**config.mk**
```make
export PLATFORM = sky130hd
export DESIGN_NAME = fspu_ctrl
export DESIGN_NICKNAME = d
export VERILOG_FILES = /design/src/fspu_pkg.sv /design/src/fspu_ctrl.sv
export VERILOG_INCLUDE_DIRS = /design/src /design/src/src
export SDC_FILE = /design/constraint.sdc
export NUM_CORES = 1
export LEC_CHECK = 0
export BUFFER_PORTS_ARGS = -buffer_cell sky130_fd_sc_hd__buf_2
export CORE_MARGIN = 2
export CORE_UTILIZATION = 45
export DETAILED_ROUTE_END_ITERATION = 7
export PLACE_DENSITY_LB_ADDON = 0.3
export REMOVE_ABC_BUFFERS = 1
export SYNTH_ARGS = -nofsm -noshare
export SYNTH_HDL_FRONTEND = slang
export SYNTH_SLANG_ARGS = --single-unit
```
**constraint.sdc**
```tcl
create_clock -name clock -period 3.66 [get_ports clock]
set_clock_uncertainty 0.2 [all_clocks]
set_input_delay 1.098 -clock clock [delete_from_list [all_inputs] [get_ports clock]]
set_output_delay 1.098 -clock clock [all_outputs]
set_load 0.005 [all_outputs]
```
**src/fast_sincos_polynomial_unit_macros.svh**
```systemverilog
`ifndef FAST_SINCOS_POLYNOMIAL_UNIT_MACROS_SVH
`define FAST_SINCOS_POLYNOMIAL_UNIT_MACROS_SVH

`define FSPU_ASSERT(label, prop, msg) \
   label: assert property (@(posedge clock) disable iff (reset) (prop)) else $error(msg);

`define FSPU_ASSERT_SETTLED(label, prop, msg) \
   label: assert property (@(posedge clock) disable iff (reset) !$past(reset) |-> (prop)) \
      else $error(msg);

`endif

```
**src/fspu_pkg.sv**
```systemverilog
package fspu_pkg;

   localparam int ANGLE_FRAC_BITS = 24;

   localparam logic [63:0] HALF_PI_Q32 = 64'h0000_0001_921F_B544;

   localparam logic signed [18:0] CO_P7 = -19'sd197193;
   localparam logic signed [24:0] CO_P5 = 25'sd8918886;
   localparam logic signed [28:0] CO_P3 = -29'sd178937260;
   localparam logic signed [30:0] CO_P1 = 31'sd1073738184;

   localparam int ONE_Q16 = 65536;

   localparam int RED_STAGES = 5;
   localparam int POLY_STAGES = 11;
   localparam int STAGES = RED_STAGES + POLY_STAGES;

   typedef struct packed {
      logic [RED_STAGES-1:0]  red;
      logic [POLY_STAGES-1:0] poly;
   } stage_en_type;

   function automatic logic [63:0] half_pi_scaled(input int frac_bits);
      half_pi_scaled = (HALF_PI_Q32 + (64'd1 << (31 - frac_bits))) >> (32 - frac_bits);
   endfunction

endpackage

```
**src/fspu_ctrl.sv**
```systemverilog
`include "fast_sincos_polynomial_unit_macros.svh"

module fspu_ctrl (
   input  logic                   clock,
   input  logic                   reset,
   input  logic                   req_valid,
   output logic                   req_ready,
   output logic                   rsp_valid,
   input  logic                   rsp_ready,
   output fspu_pkg::stage_en_type stage_en
);

   localparam int STAGES = fspu_pkg::STAGES;
   localparam int RED_STAGES = fspu_pkg::RED_STAGES;

   logic [STAGES-1:0] valid_ff;
   logic [STAGES-1:0] valid_in;
   logic [STAGES-1:0] en;

   // A stage may load when any stage at or after it is empty or the output is taken.
   always_comb begin
      for (int k = 0; k < STAGES; k++) begin
         en[k] = rsp_ready || ((~valid_ff & ({STAGES{1'b1}} << k)) != '0);
      end
      valid_in = (en & {valid_ff[STAGES-2:0], req_valid}) | (~en & valid_ff);
      stage_en.red = en[RED_STAGES-1:0];
      stage_en.poly = en[STAGES-1:RED_STAGES];
   end

   always_ff @(posedge clock) begin
      if (reset) begin
         valid_ff <= '0;
      end else begin
         valid_ff <= valid_in;
      end
   end

   assign req_ready = en[0];
   assign rsp_valid = valid_ff[STAGES-1];

   `FSPU_ASSERT_SETTLED(a_occupancy, $countones(valid_ff) == $past($countones(valid_ff)) + $past(int'(req_valid && req_ready)) - $past(int'(rsp_valid && rsp_ready)), "Pipeline word count does not match the handshakes.")
   `FSPU_ASSERT(a_ready_full, !req_ready |-> ((&valid_ff) && !rsp_ready), "Input refused while the pipeline has room.")

endmodule

```
==> reports/qor.txt <==
Share of total power in combinational logic -> 2.2%
Clk Tree Root Cell -> clkbuf_4
Max_cap viols -> 0
ANT cells -> 0
Sw Pwr -> 0.06152 mW
Fin. max-slew vios -> 0
H-tree depth -> 1
Drt pass-1 iters -> 4
Core ar. -> 1350 µm²
Post-Route WL -> 1.377 mm
Worst skew pair latency -> 0.29 ns
Final-layout fill cell count -> 138
Global-route wire length before repair -> 2.139 mm
Internal -> 0.2391 mW
VDD IR-drop max -> 336.2 µV
Share of layout cells above drive strength 1 -> 32.08%
Num CTS Buffers -> 3
Area Growth Syn to Fin -> 27.24%
Dpl hpwl -> 968.9 µm
Mapped cell area -> 670.6 µm²
TritonCTS clock tree -> done
Synth Instances -> 82
Worst-margin pin slew -> 0.2927 ns
Largest net degree at the start of global routing -> 19
Worst-path clk slew -> 0.10 ns
Via count -> 614
Pwr/cell area -> 352.3 nW/µm²
HP Class -> reg2reg
Seq pwr share -> 58.9%
Setup-failing EPs final -> 0
Initial Util -> 49.68%
Outcome -> finished clean
Avg WL per Cell -> 11.38 µm
Min cycle time layout -> 3.587 ns
Total grt overflow -> 0
TritonCTS sink count -> 16
Setup crit start kind -> input port
I/O pins -> 22
# rows -> 13
Placer Congestion -> 0.7284
DRC -> 0
RSZ-0062 raised after global routing -> false
Crit end category -> output pin
Arr. time, crit path -> 2.29 ns
Die width -> 42.61 µm
Power consumption -> 0.3006 mW
GRT Util Overall -> 15.57%
Post-synth cell types -> 20
Sw frac -> 20.46%
DRT iter0 DRCs -> 9
Slew margin rel. -> 80.49%
Hold-fix buffers, CTS -> 0
Critical path fanouts, max -> 2
Static leakage power -> 0.3165 nW
Period utilisation layout -> 98.01%
PortBufs -> 21
Hold Fails Final Rpt -> 0
Number of global-route vias before repair -> 522
#FFs+latches synth -> 16
Fmax -> 278.8 MHz
Initial antenna violation count -> 0
Register area share after synthesis -> 47.76%
Clock Power Share -> 38.8%
Ys Warns -> 0
Routed Antenna Nets -> 0
Die Y -> 42.61 µm
CP Data Required Time -> 2.36 ns
Setup_tns -> 0 ns
Vias per cell -> 5.074
Die area -> 1815 µm²
Setup CP Type -> in2out
Fin nets -> 111
Clock tree buffer depth -> 2
Synth Area per Inst -> 8.179 µm²
## power groups by stage
stage,sequential (mW),clock [mW],combinational [mW]
detailed placement,0.181,0,0.00675
CTS,0.177,0.119,0.00677
global placement,0.181,0,0.00676
global route,0.177,0.130,0.00769
floorplan,0.181,0,0.00241
finish,0.177,0.117,0.00676
## metrics by stage
| step | hold slack (ns) | utilization (%) | instances | setup WS, ns | cell area [µm²] |
|---|---|---|---|---|---|
| 3_3_place_gp | 0.2401 | 58.85 | 116 | -0.01760 | 794.5 |
| 3_5_place_dp | 0.2550 | 58.85 | 116 | -0.02878 | 794.5 |
| 4_1_cts | 0.2806 | 61.54 | 120 | 0.03223 | 830.8 |
| 5_1_grt | 0.3122 | 63.21 | 121 | 0.01356 | 853.3 |
| 6_report | 0.2764 | 63.21 | 121 | 0.07269 | 853.3 |
| 2_1_floorplan | 0.2288 | - | 76 | -0.05895 | 640.6 |
## cell type report
type	count	area [µm²]	share of cell area, %
Clock buffer	4	36.28	4.252
Timing Repair Buffer	26	142.6	16.72
Sequential cell	16	320.3	37.54
Inverter	11	41.29	4.839
Multi-Input combinational cell	49	294.0	34.46
Tap cell	15	18.77	2.199
## path summary, 6_finish.rpt
check	from	to	slack, ns	cells after the start
hold reg to reg	flip-flop	flip-flop	0.28	2
hold / removal	flip-flop	flip-flop	0.28	2
setup / recovery	rsp_ready	stage_en[14]	0.07	6
setup reg to reg	flip-flop	flip-flop	1.90	4
## what timing repair did
action / in CTS / in global routing
resized for setup: 0 / 2
pin swaps: 2 / 1
setup buffers: 0 / 1
setup endpoints to repair: 1 / 3
## Yosys cell counts
library cell,instances,area share (%)
nand2_1,5,2.8
inv_1,10,5.6
dfxtp_1,16,48
a21oi_1,11,8.2
nor4_1,1,0.93
nand4_1,7,6.5
o31ai_1,2,2.2
and3_1,1,0.93
or2_1,1,0.93
buf_4,2,2.2
nand2b_1,2,1.9
nor2_1,7,3.9
or4_4,1,1.7
inv_2,1,0.56
nand3_1,5,3.7
and4b_1,1,1.5
and4_1,3,3.9
nor2b_1,1,0.93
clkbuf_1,4,2.2
o21ba_2,1,1.5
## cells by family after synthesis
group / count (synthesis) / share of synthesized area [%]
buffers and inverters: 17 / 10.63
flip-flops: 16 / 47.76
AND/OR/NAND/NOR: 35 / 29.67
AO/OA/AOI/OAI: 14 / 11.94
## per-layer routing
metal  vias to the layer above  global-route usage, %  share of wire (%)
met3                         2                  7.759                5.8
met5                         -                      0                  0
li1                        326                      -                  -
met1                       273                  19.63                 47
met2                        13                  24.62                 46
met4                         0                  1.875               0.58
## worst max-delay path: stages
cell	delay, ns
buf_2	0.10
and4b_1	0.27
inv_2	0.04
or4_4	0.42
or2_1	0.23
buf_2	0.12
## placed cells by master (no fill, tap or decap)
cell type / n
a21oi_1: 11
and3_1: 1
and4_1: 3
and4b_1: 1
buf_2: 21
buf_4: 5
clkbuf_4: 3
clkbuf_8: 1
dfxtp_1: 16
inv_1: 10
inv_2: 1
nand2_1: 5
nand2b_1: 2
nand3_1: 5
nand4_1: 7
nor2_1: 7
nor2b_1: 1
nor4_4: 1
o21ba_2: 1
o31ai_1: 2
or2_1: 1
or4_4: 1
No activity file was read; power rests on OpenSTA's default activity.
