==> src/fast_sincos_polynomial_unit_macros.svh <==
`ifndef FAST_SINCOS_POLYNOMIAL_UNIT_MACROS_SVH
`define FAST_SINCOS_POLYNOMIAL_UNIT_MACROS_SVH

`define FSPU_ASSERT(label, prop, msg) \
   label: assert property (@(posedge clock) disable iff (reset) (prop)) else $error(msg);

`define FSPU_ASSERT_SETTLED(label, prop, msg) \
   label: assert property (@(posedge clock) disable iff (reset) !$past(reset) |-> (prop)) \
      else $error(msg);

`endif

==> src/fspu_pkg.sv <==
package fspu_pkg;

   localparam int ANGLE_FRAC_BITS = 24;

   localparam logic [63:0] HALF_PI_Q32 = 64'h0000_0001_921F_B544;

   localparam logic signed [18:0] CO_P7 = -19'sd197193;
   localparam logic signed [24:0] CO_P5 = 25'sd8918886;
   localparam logic signed [28:0] CO_P3 = -29'sd178937260;
   localparam logic signed [30:0] CO_P1 = 31'sd1073738184;

   localparam int ONE_Q16 = 65536;

   localparam int RED_STAGES = 5;
   localparam int POLY_STAGES = 11;
   localparam int STAGES = RED_STAGES + POLY_STAGES;

   typedef struct packed {
      logic [RED_STAGES-1:0]  red;
      logic [POLY_STAGES-1:0] poly;
   } stage_en_type;

   function automatic logic [63:0] half_pi_scaled(input int frac_bits);
      half_pi_scaled = (HALF_PI_Q32 + (64'd1 << (31 - frac_bits))) >> (32 - frac_bits);
   endfunction

endpackage

==> src/fspu_reduce.sv <==
module fspu_reduce #(
   parameter int ANGLE_FRAC_BITS = fspu_pkg::ANGLE_FRAC_BITS
) (
   input  logic                              clock,
   input  logic [fspu_pkg::RED_STAGES-1:0]   en,
   input  logic signed [32:0]                arg,
   output logic signed [31:0]                t
);

   localparam int HP_W = ANGLE_FRAC_BITS + 1;
   localparam int Q_W = 32 - ANGLE_FRAC_BITS;
   localparam int RQ_W = 32 + Q_W;
   localparam int QH_W = Q_W + HP_W;
   localparam int T_SHIFT = 30 - ANGLE_FRAC_BITS;
   localparam logic [63:0] HP64 = fspu_pkg::half_pi_scaled(ANGLE_FRAC_BITS);
   localparam logic [63:0] RECIP64 = (64'd1 << 32) / HP64;
   localparam logic [HP_W-1:0] HP = HP64[HP_W-1:0];
   localparam logic [Q_W-1:0] RECIP = RECIP64[Q_W-1:0];

   logic                    neg1_ff, neg1_in;
   logic [31:0]             mag1_ff, mag1_in;
   logic                    neg2_ff;
   logic [31:0]             mag2_ff;
   logic [Q_W-1:0]          q2_ff, q2_in;
   logic [RQ_W-1:0]         rq;
   logic                    neg3_ff;
   logic [31:0]             mag3_ff;
   logic [31:0]             qh3_ff, qh3_in;
   logic [1:0]              qlo3_ff;
   logic [QH_W-1:0]         qh_full;
   logic                    neg4_ff;
   logic [HP_W-1:0]         rem4_ff, rem4_in;
   logic [1:0]              qlo4_ff, qlo4_in;
   logic [31:0]             rem0;
   logic [HP_W:0]           rem0_lo;
   logic                    ge;
   logic signed [31:0]      r5, rn5;
   logic                    flip5;
   logic signed [31:0]      t5_ff, t5_in;

   // The reciprocal estimate of the quarter-turn count is low by at most one.
   always_comb begin
      neg1_in = arg[32];
      mag1_in = arg[32] ? 32'(-arg) : arg[31:0];
      rq = RQ_W'(mag1_ff) * RQ_W'(RECIP);
      q2_in = rq[32 +: Q_W];
      qh_full = QH_W'(q2_ff) * QH_W'(HP);
      qh3_in = qh_full[31:0];
      rem0 = mag3_ff - qh3_ff;
      rem0_lo = rem0[HP_W:0];
      ge = rem0_lo >= {1'b0, HP};
      rem4_in = ge ? HP_W'(rem0_lo - {1'b0, HP}) : rem0_lo[HP_W-1:0];
      qlo4_in = qlo3_ff + {1'b0, ge};
      r5 = qlo4_ff[0] ? 32'(rem4_ff) - 32'(HP) : 32'(rem4_ff);
      flip5 = qlo4_ff[0] ^ qlo4_ff[1] ^ neg4_ff;
      rn5 = flip5 ? -r5 : r5;
      t5_in = rn5 <<< T_SHIFT;
   end

   always_ff @(posedge clock) begin
      if (en[0]) begin
         neg1_ff <= neg1_in;
         mag1_ff <= mag1_in;
      end
      if (en[1]) begin
         neg2_ff <= neg1_ff;
         mag2_ff <= mag1_ff;
         q2_ff <= q2_in;
      end
      if (en[2]) begin
         neg3_ff <= neg2_ff;
         mag3_ff <= mag2_ff;
         qh3_ff <= qh3_in;
         qlo3_ff <= q2_ff[1:0];
      end
      if (en[3]) begin
         neg4_ff <= neg3_ff;
         rem4_ff <= rem4_in;
         qlo4_ff <= qlo4_in;
      end
      if (en[4]) begin
         t5_ff <= t5_in;
      end
   end

   assign t = t5_ff;

endmodule

==> config.mk <==
export PLATFORM = sky130hd
export DESIGN_NAME = fspu_reduce
export DESIGN_NICKNAME = d
export VERILOG_FILES = /design/src/fast_sincos_polynomial_unit_macros.svh /design/src/fspu_pkg.sv /design/src/fspu_reduce.sv
export SDC_FILE = /design/constraint.sdc
export NUM_CORES = 1
export LEC_CHECK = 0
export ABC_AREA = 1
export CORE_UTILIZATION = 30
export CTS_BUF_LIST = sky130_fd_sc_hd__clkbuf_8
export DETAILED_ROUTE_END_ITERATION = 6
export DONT_BUFFER_PORTS = 1
export PLACE_DENSITY_LB_ADDON = 0.25
export SETUP_SLACK_MARGIN = 0.5
export SLEW_MARGIN = 20
export SYNTH_ARGS = -nofsm -noshare
export SYNTH_HDL_FRONTEND = slang
export SYNTH_SLANG_ARGS = --single-unit
==> constraint.sdc <==
create_clock -name clock -period 5.8 [get_ports clock]
set_clock_uncertainty 0.15 [all_clocks]
set_input_delay 0.58 -clock clock [delete_from_list [all_inputs] [get_ports clock]]
set_output_delay 0.58 -clock clock [all_outputs]
set_load 0.1 [all_outputs]
==> results of run 1 <==
[sequential cells by signal (all words and copies together), names as in the netlist]
signal and flops:
neg4_ff 1, neg1_ff 1, q2_ff 8, neg3_ff 1, neg2_ff 1, mag3_ff 26, qlo4_ff 2, mag1_ff 32
qh3_ff 26, mag2_ff 26, t 26, rem4_ff 25
[area by class of cell]
cell class	count	area [um^2]
Fill cell	5785	37000
Multi-Input combinational cell	1479	9970
Sequential cell	175	5260
Inverter	435	1630
Tap cell	748	936
Clock buffer	17	234
Clock inverter	15	183
Timing Repair Buffer	16	175
[layout by cell type, fill, tap and decap left out, drive strengths merged, types with 62 or more instances in the layout]
master / count
nand3: 123
xor2: 85
o21ai: 80
a21oi: 87
nand2: 525
edfxtp: 175
nor2: 139
inv: 441
fa: 62
ha: 222
[worst min path at each step]
stage                      startpoint     endpoint
final                         arg[26]  mag1_ff[26]
after global routing          arg[26]  mag1_ff[26]
after CTS                     arg[26]  mag1_ff[26]
after detailed placement  mag2_ff[13]  mag3_ff[13]
after global placement     mag2_ff[7]   mag3_ff[7]
after floorplan            mag2_ff[0]   mag3_ff[0]
[per-stage QoR]
stage | worst slack, ps | area [um^2] | util | cells | hold WS, ps
finish | 798 | 18400 | 0.332 | 2885 | 107
detailed placement | 737 | 17800 | 0.321 | 2838 | 255
CTS | 720 | 18300 | 0.331 | 2878 | 50.9
global route | 484 | 18400 | 0.332 | 2885 | 51.2
global placement | 846 | 17800 | 0.321 | 2838 | 254
floorplan | 1210 | 17000 | - | 2107 | 250
[logic make-up (layout without fill, tap and decap cells)]
| family | after synthesis | in the layout | share of synthesized area |
|---|---|---|---|
| simple gates | 874 | 874 | 0.223 |
| fa+ha+maj | 284 | 284 | 0.237 |
| other cells | 1 | 6 | 0.000221 |
| xor+xnor | 115 | 115 | 0.0594 |
| buf+inv | 453 | 483 | 0.104 |
| flops | 175 | 175 | 0.310 |
| compound gates | 200 | 200 | 0.0670 |
[synthesized netlist by cell type, types with 2 or more instances]
cell type	n	area [um^2]
nand3_1	118	591
nand4_1	32	200
nor3_1	24	120
o21ai_0	64	320
clkbuf_1	4	15.0
a21oi_2	2	17.5
nor2_1	131	492
and2_1	3	18.8
nor3_2	2	20.0
nor4_1	12	75.1
a211oi_1	3	22.5
nand2_2	24	150
edfxtp_1	175	5260
a31oi_1	2	12.5
nor2_4	2	22.5
nand3_2	3	30.0
a21boi_0	2	15.0
o31ai_1	2	15.0
buf_4	6	45.0
o21ai_2	10	87.6
nor2_2	6	37.5
o211ai_1	5	37.5
o21ai_1	6	30.0
nand2_1	501	1880
a21oi_1	85	425
buf_2	3	15.0
o21a_1	2	15.0
xor2_1	85	744
inv_1	427	1600
nand3_4	2	35.0
ha_1	222	2780
xnor2_1	30	263
fa_1	62	1240
a21o_1	10	75.1
nand3b_1	12	90.1
inv_2	6	22.5
clkinv_1	2	7.51
buf_6	4	45.0
[what timing repair did]
action                     4_1_cts  5_1_grt
buffers inserted                 0        7
hold endpoints to repair       163        0
setup endpoints to repair        0        3
hold buffers                     8        0
gates resized for setup          0        2
[per-layer routing]
layer	part of all wire	routed length (um)	vias up
li1	-	-	6816
met1	0.46	17900	5817
met2	0.49	19400	172
met3	0.028	1100	35
met4	0.021	830	0
met5	0	0	-
==> metrics.cfg, run 1 <==
[logic_synthesis]
synthCells = 2102
ys_seq_area_frac = 0.310
synth_edf_count = 175
async_flop_share = 0
synth_area_per_cell_um2 = 8.07
ys_ff_latch = 175
syn_area_um2 = 17000
ys.warnings.count = 0
synthFlopType = edfxtp_1
synth_cell_types = 49

[clock_tree]
cts_buffer_depth = 2
cts.clk_slew.worst_paths_ps = 110
cts_max_level = 4
cts-root-buf = clkbuf_8
cts_inserted_buffers = 17
clock_sinks = 175
clock_latency_ps = 520
cts_tree = done

[setup_path]
critPathLaunch = q2_ff[3]
slowest_delay_ps = 610
critPathSlowestCell = fa_1
rrSetupSlack_ps = 800
crit_type = flop to flop
reg2reg_depth = 18
reg2reg_from = q2_ff[3]
crit_family = adder cells
arrival_ps = 5110
critPathLaunchType = flop
end_kind = flop
cp.required_ps = 5910
endpoint = qh3_ff[20]
cp_cell_sequence = inv_1 > fa_1 > inv_1 > fa_1 > inv_1 > fa_1 > fa_1 > inv_1 > ha_1 > nand2_1 > nor2_1 > o21ai_0 > o211ai_1 > a21oi_1 > o21ai_0 > a21boi_1 > o21ai_0 > xor2_1
r2r_end = qh3_ff[20]
cp_max_fo = 6
cp_num_cells = 18
crit_buf_inv = 4

[route]
routedWlPerCell_um = 13.6
viasPerCell = 4.45
drc = 0
vias = 12800
firstDrtPassIters = 5
ant_nets = 0
drt_wl_total_um = 39200
drt-initial-drc-count = 428

[place]
hpwl_um = 33600
gp_congestion = 0.859
io_buffers = 0

[die]
die_h_um = 240
fp.dieW_um = 240
io_pins = 71
start_util = 0.306
coreArea_um2 = 55400
dieArea_um2 = 57500
num_rows = 86

[sta]
finalHoldViolations = 0
report.final.slew_viol_count = 0
tightest_slew_ps = 1050
relSlewSlack = 0.301
finalCritPeriodShare = 0.862
setup_viol = 0
finalSetupTns_ps = 0
min_period_ps = 5000
fmax_mhz = 200
rsz0062_at_grt = false

[cells_and_area]
syn_to_final_growth_pct = 8.42
layout.nets = 2447
drive_above_1_share = 0.0477
insertedDiodeCount = 0

[run_status]
status = finished clean

[global_routing]
grt_first_pass_wirelength_um = 64400
grtUsageTotal = 0.142
antenna_found_initial = 0
use_met1 = 0.171
gr-total-overflow = 0
grt_max_degree = 43
grtUsageMet2 = 0.257
grt_use_met3 = 0.0254
grt_pass1_vias = 13000
gr-max-usage-layer = met2

[hold_path]
min_path_type = primary input to flop
hold_depth = 1

[run]
cap_viol_max_count = 0

Power of run 1 is not shown: default switching activity piles up to over one toggle a cycle in this logic, so the estimate is an artifact.
==> run 2, diff against run 1 <==
- MAX_ROUTING_LAYER: default -> met4
==> metrics.cfg, run 2 (synthesized netlist as in run 1, its figures left out) <==
[cells_and_area]
layout_commonest_cell = nand2_1  ; unchanged
regArea_um2 = 5260  ; unchanged
layout_common_cells = 501 x nand2_1, 427 x inv_1, 222 x ha_1  ; was 501 x nand2_1, 429 x inv_1, 222 x ha_1
fill_cells = 5847  ; was 5785
fin_area_um2 = 18300  ; was 18400 um^2
layout.nets = 2439  ; was 2447
regMostFlops = mag1_ff  ; unchanged
insertedDiodeCount = 0  ; unchanged
largest_reg_flops = 32  ; unchanged
drive_above_1_share = 0.0451  ; was 0.0477
stdcell_count = 2877  ; was 2885
multi_input_area_um2 = 9960  ; was 9970 um^2
syn_to_final_growth_pct = 8.10  ; was 8.42%

[sta]
finalHoldViolations = 0  ; unchanged
fmax_mhz = 203  ; was 200 MHz
rsz0062_at_grt = false  ; unchanged
setup_viol = 0  ; unchanged
finalSetupTns_ps = 0  ; unchanged
relSlewSlack = 0.319  ; was 0.301
report.final.slew_viol_count = 0  ; unchanged
finalCritPeriodShare = 0.851  ; was 0.862
tightest_slew_ps = 1020  ; was 1050 ps
min_period_ps = 4930  ; was 5000 ps

[global_routing]
grt_use_met3 = 0.0242  ; was 0.0254
use_met1 = 0.173  ; was 0.171
grtUsageMet2 = 0.260  ; was 0.257
antenna_found_initial = 0  ; unchanged
grt_max_degree = 54  ; was 43
gr-total-overflow = 0  ; unchanged
gr-max-usage-layer = met2  ; unchanged
grtUsageTotal = 0.147  ; was 0.142
grt_first_pass_wirelength_um = 64700  ; was 64400 um
grt_pass1_vias = 13200  ; was 13000

[clock_tree]
clock_latency_ps = 520  ; about the same
cts_inserted_buffers = 17  ; unchanged
clock_sinks = 175  ; unchanged
cts_max_level = 4  ; unchanged
cts-root-buf = clkbuf_8  ; unchanged
cts_tree = done  ; unchanged
cts.clk_slew.worst_paths_ps = 110  ; about the same
cts_setup_buffers = 0  ; unchanged
cts_buffer_depth = 2  ; unchanged

[die]
start_util = 0.306  ; unchanged
coreArea_um2 = 55400  ; unchanged
dieArea_um2 = 57500  ; unchanged
num_rows = 86  ; unchanged
die_h_um = 240  ; unchanged
fp.dieW_um = 240  ; unchanged
io_pins = 71  ; unchanged

[place]
dp_cells = 2838  ; unchanged
hpwl_um = 33600  ; about the same
gp_congestion = 0.882  ; was 0.859
io_buffers = 0  ; unchanged
place_area_um2 = 17800  ; unchanged

[hold_path]
min_path_type = primary input to flop  ; unchanged
holdCritStartpoint = arg[15]  ; was arg[26]

[setup_path]
cp.required_ps = 5910  ; about the same
endpoint = qh3_ff[20]  ; unchanged
crit_type = flop to flop  ; unchanged
critPathLaunch = q2_ff[2]  ; was q2_ff[3]
arrival_ps = 5040  ; was 5110 ps
end_kind = flop  ; unchanged
reg2reg_from = q2_ff[2]  ; was q2_ff[3]
cp_max_fo = 6  ; unchanged
rrSetupSlack_ps = 870  ; was 800 ps
r2r_end = qh3_ff[20]  ; unchanged
reg2reg_depth = 18  ; unchanged
critPathLaunchType = flop  ; unchanged

[route]
ant_nets = 0  ; unchanged
drt_wl_total_um = 38800  ; was 39200 um
viasPerCell = 4.47  ; was 4.45
drt-initial-drc-count = 471  ; was 428
vias = 12900  ; was 12800
drc = 0  ; unchanged
firstDrtPassIters = 4  ; was 5
routedWlPerCell_um = 13.5  ; was 13.6 um

[run_status]
status = finished clean  ; unchanged

[run]
cap_viol_max_count = 0  ; unchanged

run 2: worst min path at each step:
stage                        to  slack, ps  depth (start not counted)
finish              mag1_ff[15]         90                          2
floorplan            mag3_ff[0]        250                          0
global placement    mag3_ff[14]        250                          0
detailed placement  mag3_ff[10]        250                          0
CTS                 mag1_ff[15]         40                          2
global route        mag1_ff[14]         40                          1
run 2: final cells by class:
class	count	share of cell area
Clock buffer	17	0.0128
Timing Repair Buffer	8	0.00655
Multi-Input combinational cell	1479	0.543
Sequential cell	175	0.287
Clock inverter	15	0.0103
Inverter	435	0.0891
Tap cell	748	0.0511
run 2: timing repair:
item,CTS,global route
endpoints found under the hold margin,177,0
endpoints found under the setup margin,0,3
hold buffers,7,0
gates resized for setup,0,2
run 2: critical path: stages (launching register included):
cell and delay, ps:
edfxtp_1 500, inv_1 100, fa_1 630, inv_1 100
fa_1 490, inv_1 50, fa_1 470, fa_1 510
inv_1 40, ha_1 330, nand2_1 110, nor2_1 120
o21ai_0 90, o211ai_1 130, a21oi_1 100, o21ai_0 300
a21boi_1 150, o21ai_0 210, xor2_1 90
run 2: per-stage QoR:
| stage | setup WS, ps | util | hold WS [ps] |
|---|---|---|---|
| 2_1_floorplan | 1210 | - | 250 |
| 3_3_place_gp | 874 | 0.321 | 255 |
| 3_5_place_dp | 815 | 0.321 | 255 |
| 4_1_cts | 787 | 0.331 | 38.9 |
| 5_1_grt | 517 | 0.331 | 39.2 |
| 6_report | 866 | 0.331 | 92.4 |
run 2: metal layers:
metal,wire (um),vias up
li1,-,6808
met1,18100,5866
met2,19200,149
met3,906,27
met4,525,0
met5,0,-
Power of run 2 is left out for the same reason.
==> run 3, diff against run 2 <==
- RECOVER_POWER: default -> 100
==> metrics.cfg, run 3 (synthesized netlist as in run 1, its figures left out) <==
[run_status]
status = finished, violations left  ; was finished clean
violations = max-capacitance violations, max-slew violations

[cells_and_area]
syn_to_final_growth_pct = 7.38  ; was 8.10%
insertedDiodeCount = 0  ; unchanged
regArea_um2 = 5260  ; unchanged
layout.nets = 2439  ; unchanged
fill_cells = 5857  ; was 5847
multi_input_area_um2 = 9920  ; was 9960 um^2
regMostFlops = mag1_ff  ; unchanged
stdcell_count = 2877  ; unchanged
layout_commonest_cell = nand2_1  ; unchanged
drive_above_1_share = 0.0371  ; was 0.0451
largest_reg_flops = 32  ; unchanged
layout_common_cells = 506 x nand2_1, 427 x inv_1, 222 x ha_1  ; was 501 x nand2_1, 427 x inv_1, 222 x ha_1

[run]
cap_viol_max_count = 3  ; was 0

[clock_tree]
cts.clk_slew.worst_paths_ps = 110  ; about the same
clock_latency_ps = 520  ; about the same
cts_max_level = 4  ; unchanged
cts_buffer_depth = 2  ; unchanged
cts-root-buf = clkbuf_8  ; unchanged
cts_tree = done  ; unchanged
cts_inserted_buffers = 17  ; unchanged
cts_setup_buffers = 0  ; unchanged
clock_sinks = 175  ; unchanged

[setup_path]
end_kind = flop  ; unchanged
cp_cell_sequence = clkbuf_1 > inv_1 > fa_1 > inv_1 > fa_1 > inv_1 > fa_1 > inv_1 > ha_1 > nand2_1 > nand2_1 > o21ai_0 > o211ai_1 > a21oi_1 > o21ai_0 > a21boi_0 > o21ai_0 > xor2_1  ; was inv_1 > fa_1 > inv_1 > fa_1 > inv_1 > fa_1 > fa_1 > inv_1 > ha_1 > nand2_1 > nor2_1 > o21ai_0 > o211ai_1 > a21oi_1 > o21ai_0 > a21boi_1 > o21ai_0 > xor2_1
arrival_ps = 5120  ; was 5040 ps
path_common_cell = inv_1
cp_max_fo = 8  ; was 6
crit_buf_inv = 5  ; was 4
crit_type = flop to flop  ; unchanged
slowest_delay_ps = 570  ; was 630 ps
critPathLaunchType = flop  ; unchanged
critPathSlowestCell = fa_1  ; unchanged
crit_family = adder cells  ; unchanged
cp.required_ps = 5910  ; about the same

[die]
dieArea_um2 = 57500  ; unchanged
io_pins = 71  ; unchanged
num_rows = 86  ; unchanged
fp.dieW_um = 240  ; unchanged
coreArea_um2 = 55400  ; unchanged
die_h_um = 240  ; unchanged
start_util = 0.306  ; unchanged

[place]
hpwl_um = 33600  ; unchanged
gp_congestion = 0.882  ; unchanged
io_buffers = 0  ; unchanged
dp_cells = 2838  ; unchanged

[sta]
report.final.slew_viol_count = 124  ; was 0
finalHoldViolations = 0  ; unchanged
fmax_mhz = 199  ; was 203 MHz
finalSetupTns_ps = 0  ; unchanged
rsz0062_at_grt = false  ; unchanged
min_period_ps = 5010  ; was 4930 ps
tightest_slew_ps = 2720  ; was 1020 ps
finalCritPeriodShare = 0.865  ; was 0.851
relSlewSlack = -0.813  ; was 0.319
setup_viol = 0  ; unchanged

[global_routing]
grt_first_pass_wirelength_um = 64700  ; unchanged
gr-total-overflow = 0  ; unchanged
grt_pass1_vias = 13200  ; unchanged
antenna_found_initial = 0  ; unchanged
grtUsageTotal = 0.147  ; unchanged
grt_max_degree = 54  ; unchanged

[route]
routedWlPerCell_um = 13.5  ; about the same
drc = 0  ; unchanged
vias = 12900  ; about the same
viasPerCell = 4.47  ; about the same
drt_wl_total_um = 38800  ; about the same
drt-initial-drc-count = 474  ; was 471
ant_nets = 0  ; unchanged
firstDrtPassIters = 5  ; was 4

[hold_path]
min_path_type = primary input to flop  ; unchanged

[run 3: cell types whose count changed in the layout (fill, tap and decap cells not counted), sizes merged]
cell,change
clkbuf,+6
buf,-6
[run 3: metrics by stage]
| stage | cell area, um^2 | setup WS, ps | utilization | hold slack (ps) |
|---|---|---|---|---|
| final | 18200 | 786 | 0.329 | 93.0 |
| after CTS | 18300 | 787 | 0.331 | 38.9 |
| after global placement | 17800 | 874 | 0.321 | 255 |
| after global routing | 18200 | 388 | 0.329 | 39.2 |
| after detailed placement | 17800 | 815 | 0.321 | 255 |
| after floorplan | 17000 | 1210 | - | 250 |
[run 3: area by class of cell]
type	count	share of cell area
clock buffers	17	0.0129
clock inverters	15	0.0104
inverters	435	0.0897
multi-input cells	1479	0.545
flip-flops and latches	175	0.289
well taps	748	0.0514
repair buffers	8	0.00234
[run 3: timing repair]
item,in CTS,in global routing
gates resized for setup,0,2
setup endpoints to repair,0,3
hold buffers,7,0
hold endpoints to repair,177,0
[run 3: worst paths after layout]
check | start | to | slack, ps | cells after the start
max | q2_ff[1] | qh3_ff[20] | 790 | 18
min | arg[15] | mag1_ff[15] | 90 | 2
max reg2reg | q2_ff[1] | qh3_ff[20] | 790 | 18
min reg2reg | mag2_ff[10] | mag3_ff[10] | 280 | 0
[run 3: metal layers]
metal | up-vias | global-route usage | wire length, um
met5 | - | - | 0
met4 | 0 | 0.0354 | 535
met3 | 31 | 0.0242 | 990
met2 | 157 | 0.260 | 19200
met1 | 5884 | 0.173 | 18000
li1 | 6801 | - | -
Power of run 3 is left out for the same reason.
